<file path="src/sv/sialu_pkg.sv">
`timescale 1ns / 1ps
// ----------------------------------------------------------------------------
// sialu_pkg
// Operation and status codes shared by the signed integer ALU.
// ----------------------------------------------------------------------------
package sialu_pkg;

  localparam int OP_W  = 3;
  localparam int ERR_W = 2;

  localparam logic [OP_W-1:0] OP_ADD = 3'd0;
  localparam logic [OP_W-1:0] OP_SUB = 3'd1;
  localparam logic [OP_W-1:0] OP_MUL = 3'd2;
  localparam logic [OP_W-1:0] OP_DIV = 3'd3;
  localparam logic [OP_W-1:0] OP_POW = 3'd4;

  localparam logic [ERR_W-1:0] ERR_OK       = 2'd0;
  localparam logic [ERR_W-1:0] ERR_DIV_ZERO = 2'd1;
  localparam logic [ERR_W-1:0] ERR_DIV_OVF  = 2'd2;
  localparam logic [ERR_W-1:0] ERR_NEG_EXP  = 2'd3;

endpackage

</file>
<file path="src/sv/signed_int_alu_with_power_top.sv">
`timescale 1ns / 1ps
// ----------------------------------------------------------------------------
// signed_int_alu_with_power_top
// Signed integer ALU: add, subtract, multiply, divide and power, one result
// per request, built around a shared digit multiplier and a radix-2 divider.
// ----------------------------------------------------------------------------
//  channel | direction | handshake           | payload
//  --------+-----------+---------------------+-------------------------------
//  in      | input     | in_valid / in_stall | req_type, operand_a, operand_b
//  out     | output    | out_valid/out_stall | result_value, error_code
//
//  Add, subtract, flagged requests and unused codes go straight to the done
//  state; multiply steps through NDIG multiplier digits of up to 16 bits (2 at
//  32 bits), and divide takes one quotient bit a cycle. Power scans the exponent
//  bit by bit, as one multiplier does both the multiply-in and the square.
//  in_stall is high while a request is worked on; a finished result waits in
//  the output register while the next one is taken. Reset clears the sequencer.
// ----------------------------------------------------------------------------
module signed_int_alu_with_power_top
  import sialu_pkg::*;
#(
  parameter int DATA_WIDTH = 32
) (
  input  logic                         clk,
  input  logic                         rst,
  input  logic                         in_valid,
  output logic                         in_stall,
  input  logic [OP_W-1:0]              req_type,
  input  logic signed [DATA_WIDTH-1:0] operand_a,
  input  logic signed [DATA_WIDTH-1:0] operand_b,
  output logic                         out_valid,
  input  logic                         out_stall,
  output logic signed [DATA_WIDTH-1:0] result_value,
  output logic [ERR_W-1:0]             error_code
);

  localparam int W    = DATA_WIDTH;
  localparam int DW   = (W < 16) ? W : 16;
  localparam int NDIG = (W + DW - 1) / DW;
  localparam int MW   = NDIG * DW;
  localparam int CNTW = $clog2(W + 1);

  localparam logic [W-1:0] MIN_VAL = {1'b1, {(W-1){1'b0}}};
  localparam logic [W-1:0] ONE_VAL = {{(W-1){1'b0}}, 1'b1};
  localparam logic [W-1:0] ALL_ONE = {W{1'b1}};

  typedef enum logic [2:0] {
    S_IDLE,
    S_MUL,
    S_DIV,
    S_POW_CHK,
    S_POW_ACC,
    S_POW_SQR,
    S_DONE
  } state_t;

  state_t           state;
  logic [CNTW-1:0]  cnt;
  logic [W-1:0]     mul_p;
  logic [W-1:0]     mcand;
  logic [MW-1:0]    mplier;
  logic [W-1:0]     rem;
  logic [W-1:0]     quo;
  logic [W-1:0]     dvs;
  logic             neg;
  logic [W-1:0]     pow_acc;
  logic [W-1:0]     pow_base;
  logic [W-1:0]     pow_exp;
  logic [W-1:0]     res;
  logic [ERR_W-1:0] err;

  logic [W-1:0]     opa;
  logic [W-1:0]     opb;
  logic [W-1:0]     mag_a;
  logic [W-1:0]     mag_b;
  logic [W+DW-1:0]  prod;
  logic [W-1:0]     mul_sum;
  logic             step_last;
  logic [W:0]       rem_sh;
  logic [W:0]       diff;
  logic [W-1:0]     quo_next;
  logic [W-1:0]     rem_next;

  assign opa   = operand_a;
  assign opb   = operand_b;
  assign mag_a = opa[W-1] ? (~opa + 1'b1) : opa;
  assign mag_b = opb[W-1] ? (~opb + 1'b1) : opb;

  // One digit of the multiplier per cycle; the multiplicand moves up a digit.
  assign prod      = mcand * mplier[DW-1:0];
  assign mul_sum   = mul_p + prod[W-1:0];
  assign step_last = (cnt == CNTW'(1));

  // Restoring division step on magnitudes.
  assign rem_sh   = {rem, quo[W-1]};
  assign diff     = rem_sh - {1'b0, dvs};
  assign quo_next = {quo[W-2:0], ~diff[W]};
  assign rem_next = diff[W] ? rem_sh[W-1:0] : diff[W-1:0];

  assign in_stall = (state != S_IDLE);

  always_ff @(posedge clk) begin
    if (rst) begin
      state     <= S_IDLE;
      out_valid <= 1'b0;
    end else begin
      if (out_valid && !out_stall) begin
        out_valid <= 1'b0;
      end

      case (state)
        S_IDLE: begin
          if (in_valid) begin
            res <= '0;
            err <= ERR_OK;
            state <= S_DONE;
            case (req_type)
              OP_ADD: res <= opa + opb;
              OP_SUB: res <= opa - opb;
              OP_MUL: begin
                mul_p  <= '0;
                mcand  <= opa;
                mplier <= MW'(opb);
                cnt    <= CNTW'(NDIG);
                state  <= S_MUL;
              end
              OP_DIV: begin
                if (opb == '0) begin
                  err <= ERR_DIV_ZERO;
                end else if (opa == MIN_VAL && opb == ALL_ONE) begin
                  err <= ERR_DIV_OVF;
                end else begin
                  rem   <= '0;
                  quo   <= mag_a;
                  dvs   <= mag_b;
                  neg   <= opa[W-1] ^ opb[W-1];
                  cnt   <= CNTW'(W);
                  state <= S_DIV;
                end
              end
              OP_POW: begin
                if (opb[W-1]) begin
                  err <= ERR_NEG_EXP;
                end else begin
                  pow_acc  <= ONE_VAL;
                  pow_base <= opa;
                  pow_exp  <= opb;
                  state    <= S_POW_CHK;
                end
              end
              default: ;
            endcase
          end
        end

        S_MUL: begin
          mul_p  <= mul_sum;
          mcand  <= mcand << DW;
          mplier <= mplier >> DW;
          cnt    <= cnt - 1'b1;
          if (step_last) begin
            res   <= mul_sum;
            state <= S_DONE;
          end
        end

        S_DIV: begin
          rem <= rem_next;
          quo <= quo_next;
          cnt <= cnt - 1'b1;
          if (step_last) begin
            res   <= neg ? (~quo_next + 1'b1) : quo_next;
            state <= S_DONE;
          end
        end

        // Scan the exponent from its low end: multiply in the base for a set
        // bit, otherwise square the base and shift the exponent down.
        S_POW_CHK: begin
          mul_p <= '0;
          cnt   <= CNTW'(NDIG);
          if (pow_exp == '0) begin
            res   <= pow_acc;
            state <= S_DONE;
          end else if (pow_exp[0]) begin
            mcand  <= pow_acc;
            mplier <= MW'(pow_base);
            state  <= S_POW_ACC;
          end else begin
            mcand  <= pow_base;
            mplier <= MW'(pow_base);
            state  <= S_POW_SQR;
          end
        end

        S_POW_ACC: begin
          mul_p  <= mul_sum;
          mcand  <= mcand << DW;
          mplier <= mplier >> DW;
          cnt    <= cnt - 1'b1;
          if (step_last) begin
            pow_acc    <= mul_sum;
            pow_exp[0] <= 1'b0;
            state      <= S_POW_CHK;
          end
        end

        S_POW_SQR: begin
          mul_p  <= mul_sum;
          mcand  <= mcand << DW;
          mplier <= mplier >> DW;
          cnt    <= cnt - 1'b1;
          if (step_last) begin
            pow_base <= mul_sum;
            pow_exp  <= pow_exp >> 1;
            state    <= S_POW_CHK;
          end
        end

        S_DONE: begin
          if (!out_valid || !out_stall) begin
            result_value <= res;
            error_code   <= err;
            out_valid    <= 1'b1;
            state        <= S_IDLE;
          end
        end

        default: state <= S_IDLE;
      endcase
    end
  end

endmodule
</file>
<file path="config.mk">
export PLATFORM = sky130hd
export DESIGN_NAME = signed_int_alu_with_power_top
export DESIGN_NICKNAME = d
export VERILOG_FILES = /design/src/sv/sialu_pkg.sv /design/src/sv/signed_int_alu_with_power_top.sv
export SDC_FILE = /design/constraint.sdc
export NUM_CORES = 2
export LEC_CHECK = 0
export BUFFER_PORTS_ARGS = -buffer_cell sky130_fd_sc_hd__buf_2
export CAP_MARGIN = 20
export CORE_MARGIN = 5
export CORE_UTILIZATION = 50
export CTS_BUF_LIST = sky130_fd_sc_hd__clkbuf_16
export DETAILED_ROUTE_END_ITERATION = 7
export GPL_TIMING_DRIVEN = 0
export PLACE_DENSITY_LB_ADDON = 0.2
export SLEW_MARGIN = 10
export SYNTH_ARGS = -nofsm -noshare
export SYNTH_HDL_FRONTEND = slang
export SYNTH_SLANG_ARGS = --single-unit
</file>
<file path="constraint.sdc">
create_clock -name clk -period 8.81 [get_ports clk]
set_input_delay 1.3215 -clock clk [delete_from_list [all_inputs] [get_ports clk]]
set_output_delay 1.3215 -clock clk [all_outputs]
set_load 0.1 [all_outputs]
</file>
==> reports/summary.md <==
### Routing
• 117.5 mm — routed wire length
• 24.99 um — routed len/inst
• 3583 — Iteration-0 DRC Markers
• 28230 — total number of vias
• 0 — post-detailed-route DRC marker count
• 6.005 — drt via density
• 0 — post-route antenna net violation count
• 8 — router iterations before antenna repair

### STA
• 117.2 MHz — maximum clock frequency
• 0.9685 — portion of the clock cycle consumed by the worst path in the final layout
• 0 — total count of hold-check failures in the final report
• true — unrepaired setup endpoints after global routing
• 1.233 ns — transition time at the pin with the least slew margin
• 0.1690 — worst slew margin relative to its limit
• 0 — number of slew-limit violations in the final report
• 0 ns — sum of negative setup slack
• 0 — final-report setup violation count
• 8.532 ns — clock period minus worst slack
• 0.03474 ns — clock skew after layout

### Worst setup path
• 23 — Register-to-Register Path Depth
• sky130_fd_sc_hd__fa_1 — dominant cell type by count on the critical path
• 8.68 ns — arrival time of data at the critical path endpoint
• 6 — worst path buffer plus inverter count
• flip-flop — category of the worst setup path capture point
• 0.65 ns — longest individual stage delay on the worst path
• sky130_fd_sc_hd__clkbuf_1 — slowest cell on the critical path
• res[29] — capture point of the worst reg-to-reg path
• clkbuf_1 > clkbuf_1 > nand2_1 > fa_1 > fa_1 > fa_1 > inv_1 > fa_1 > fa_1 > inv_1 > fa_1 > inv_1 > ha_1 > clkbuf_1 > o21a_1 > o211ai_1 > or2_2 > o41ai_1 > o21ai_0 > o21ai_0 > a21oi_1 > xnor2_1 > o2111ai_1 — worst path cell trace
• adder cells — cell class contributing the biggest share of worst-path delay
• 10 — Max Fanout on Critical Path
• mcand[12] — Reg-to-Reg Start
• 8.96 ns — data required time at the worst endpoint
• 23 — critical path depth
• flip-flop — crit path launch type
• 0.28 ns — reg-to-reg slack, setup
• flip-flop to flip-flop — path type of the worst setup path

### Die
• 0.06835 mm^2 — Core Region
• 107 — count of pins on the block boundary
• 272.2 um — die width
• 272.2 um — die boundary height
• 0.07411 mm^2 — die area
• 96 — number of core rows
• 0.5031 — initial core utilization

### Synthesis
• 0.3185 — portion of the post-synthesis area used by sequential elements
• 9.443 um^2 — mean instance size in the synthesized netlist
• 0 — fraction of registers with async set/reset
• 0.03438 mm^2 — combined area of all synthesized cells
• 3641 — post-synthesis cell count
• 366 — number of storage elements in the synthesis netlist
• 4185 — number of nets in the synthesized netlist
• 362 — number of enable-type register cells in the synthesized netlist
• 73 — count of distinct cell types in the synthesized netlist
• 0 — Yosys Warn Count
• sky130_fd_sc_hd__edfxtp_1 — Main synth FF type

### Hold path
• flip-flop to flip-flop — Hold Path Class
• 0 — Worst Hold Depth
• res[24] — Worst Min Path Start
• result_value[24] — capture endpoint of the worst hold path

### Run
• 0 — number of maximum-capacitance violations

### Status
• completed — result of the run

### Global route
• 174.1 mm — first-pass GRT wire length
• 8 — initial antenna violation count
• 0.3134 — total track usage
• 27470 — vias in the first global route
• 34 — largest net degree at the start of global routing
• 0 — global-route congestion overflow total

### Clock tree
• 0.59 ns — insertion delay of the later-clocked pin in the worst-skew pair
• 366 — Num Clock Sinks
• sky130_fd_sc_hd__clkbuf_16 — cell at the root of the clock tree
• 0.06 ns — Clock Pin Slew Worst Setup and Hold Paths
• 0 — hold-fix buffers at CTS
• 2 — count of H-tree levels built during CTS
• 41 — clock buffers created by TritonCTS
• yes — CTS tree
• 3 — Max Root-Sink Buffers

### Cells and area
• 0.5519 — Final Core Density
• sky130_fd_sc_hd__inv_1 — leading cell type in the layout, fill and taps excluded
• 0.06862 — fraction of layout instances using a drive strength above 1
• sky130_fd_sc_hd__inv_1 (512), sky130_fd_sc_hd__nand2_1 (506), sky130_fd_sc_hd__edfxtp_1 (362) — commonest non-fill, non-tap cells in the layout
• 9.702% — relative area change from synthesis to final layout
• 6236 — fill cell total of the finished layout
• 4332 — number of nets at the end of the flow

### Place
• 93.50 mm — half-perimeter wire length after detailed placement
• 86 — number of I/O port buffers
• 0.9768 — routability cong.

## worst max-delay path by stage
stage / to / startpoint / slack, ns
after global routing: res[29] / mcand[12] / -0.05
after global placement: mcand[10] / req_type[2] / -2.41
after detailed placement: res[31] / mcand[10] / 0.23
after CTS: res[31] / mcand[10] / 0.18
after floorplan: mcand[0] / req_type[2] / 0.69
final: res[29] / mcand[12] / 0.28
## state kept, by name, summed over array words and instances (netlist names), 2 cells and up
name          count
quo              32
res              32
dvs              32
result_value     32
rem              32
mul_p            32
error_code        2
pow_acc          32
state             3
mplier           32
err               2
mcand            32
pow_base         32
pow_exp          31
cnt               6
## cells in the mapped netlist, types with 14 or more instances
| library cell | count | area, um^2 |
|---|---|---|
| sky130_fd_sc_hd__a221o_1 | 19 | 190.2 |
| sky130_fd_sc_hd__mux2_2 | 51 | 574.3 |
| sky130_fd_sc_hd__o211ai_1 | 14 | 105.1 |
| sky130_fd_sc_hd__nand3_1 | 56 | 280.3 |
| sky130_fd_sc_hd__o31ai_1 | 24 | 180.2 |
| sky130_fd_sc_hd__nor2_1 | 186 | 698.2 |
| sky130_fd_sc_hd__nand2_1 | 506 | 1899 |
| sky130_fd_sc_hd__edfxtp_1 | 362 | 10870 |
| sky130_fd_sc_hd__clkbuf_1 | 175 | 656.9 |
| sky130_fd_sc_hd__o21bai_1 | 14 | 105.1 |
| sky130_fd_sc_hd__a22o_1 | 18 | 157.7 |
| sky130_fd_sc_hd__fa_1 | 336 | 6726 |
| sky130_fd_sc_hd__xor2_1 | 84 | 735.7 |
| sky130_fd_sc_hd__nor2b_1 | 36 | 225.2 |
| sky130_fd_sc_hd__or3_1 | 31 | 193.9 |
| sky130_fd_sc_hd__o21ai_0 | 198 | 991.0 |
| sky130_fd_sc_hd__xnor2_1 | 126 | 1104 |
| sky130_fd_sc_hd__inv_1 | 507 | 1903 |
| sky130_fd_sc_hd__and2_1 | 139 | 869.6 |
| sky130_fd_sc_hd__nand2b_1 | 27 | 168.9 |
| sky130_fd_sc_hd__a21oi_1 | 155 | 775.7 |
| sky130_fd_sc_hd__o22ai_1 | 20 | 125.1 |
| sky130_fd_sc_hd__o21a_1 | 24 | 180.2 |
| sky130_fd_sc_hd__mux2i_1 | 52 | 520.5 |
| sky130_fd_sc_hd__nand4_1 | 19 | 118.9 |
| sky130_fd_sc_hd__a21o_1 | 29 | 217.7 |
| sky130_fd_sc_hd__nor3_1 | 68 | 340.3 |
| sky130_fd_sc_hd__buf_1 | 23 | 86.33 |
| sky130_fd_sc_hd__nor4_1 | 21 | 131.4 |
| sky130_fd_sc_hd__ha_1 | 137 | 1714 |
| sky130_fd_sc_hd__a211oi_1 | 16 | 120.1 |
## timing repair
item                                    in CTS  in global routing
resized for setup                            0                  8
buffers inserted                             0                  0
endpoints found under the setup margin       0                  6
## metrics by stage
stage	hold slack [ns]	instances	setup WS, ns	cell area (um^2)
final	0.4049	4701	0.2776	37720
after global routing	0.4223	4700	-0.04641	37710
after CTS	0.4112	4702	0.1827	37690
after detailed placement	0.4045	4629	0.2272	36230
after global placement	0.4008	4609	-2.410	35930
after floorplan	0.4003	3641	0.6910	34390
## per-layer routing
| metal | routed length [um] | GRT usage | up-vias |
|---|---|---|---|
| li1 | - | - | 12460 |
| met1 | 47720 | 0.4526 | 14010 |
| met2 | 51000 | 0.4704 | 1534 |
| met3 | 15040 | 0.08633 | 216 |
| met4 | 3695 | 0.08299 | 6 |
| met5 | 44 | 0 | - |
## worst register-to-register path, cell delays in order (launching register included)
cell and delay [ns]:
sky130_fd_sc_hd__edfxtp_1 0.32, sky130_fd_sc_hd__clkbuf_1 0.57, sky130_fd_sc_hd__clkbuf_1 0.66, sky130_fd_sc_hd__nand2_1 0.18, sky130_fd_sc_hd__fa_1 0.55, sky130_fd_sc_hd__fa_1 0.51
sky130_fd_sc_hd__fa_1 0.51, sky130_fd_sc_hd__inv_1 0.05, sky130_fd_sc_hd__fa_1 0.52, sky130_fd_sc_hd__fa_1 0.50, sky130_fd_sc_hd__inv_1 0.05, sky130_fd_sc_hd__fa_1 0.48
sky130_fd_sc_hd__inv_1 0.05, sky130_fd_sc_hd__ha_1 0.26, sky130_fd_sc_hd__clkbuf_1 0.27, sky130_fd_sc_hd__o21a_1 0.18, sky130_fd_sc_hd__o211ai_1 0.16, sky130_fd_sc_hd__or2_2 0.35
sky130_fd_sc_hd__o41ai_1 0.26, sky130_fd_sc_hd__o21ai_0 0.26, sky130_fd_sc_hd__o21ai_0 0.22, sky130_fd_sc_hd__a21oi_1 0.10, sky130_fd_sc_hd__xnor2_1 0.59, sky130_fd_sc_hd__o2111ai_1 0.50
## cells by family after synthesis
kind of cell,Yosys count,share of synthesized area
adders and majority gates,473,0.2455
xor gates and xnor gates,210,0.05350
buffers and inverters,708,0.07733
muxes,103,0.03184
AOI/OAI and AO/OA,634,0.1174
DFF,366,0.3185
and+or+nand+nor,1147,0.1559
## area by class of cell
class                           count  area (um^2)  share of cell area
Multi-Input combinational cell   2567        20850              0.5528
Sequential cell                   366        10950              0.2903
Inverter                          509         1911             0.05066
Tap cell                          882         1104             0.02926
Clock buffer                       42         1051             0.02787
Buffer                            196        740.7             0.01964
Timing Repair Buffer              107        696.9             0.01848
Clock inverter                     31        412.9             0.01095
Antenna cell                        1        2.502          0.00006635
Power is not shown: default switching activity piles up to over one toggle a cycle in this logic, so the estimate is an artifact.
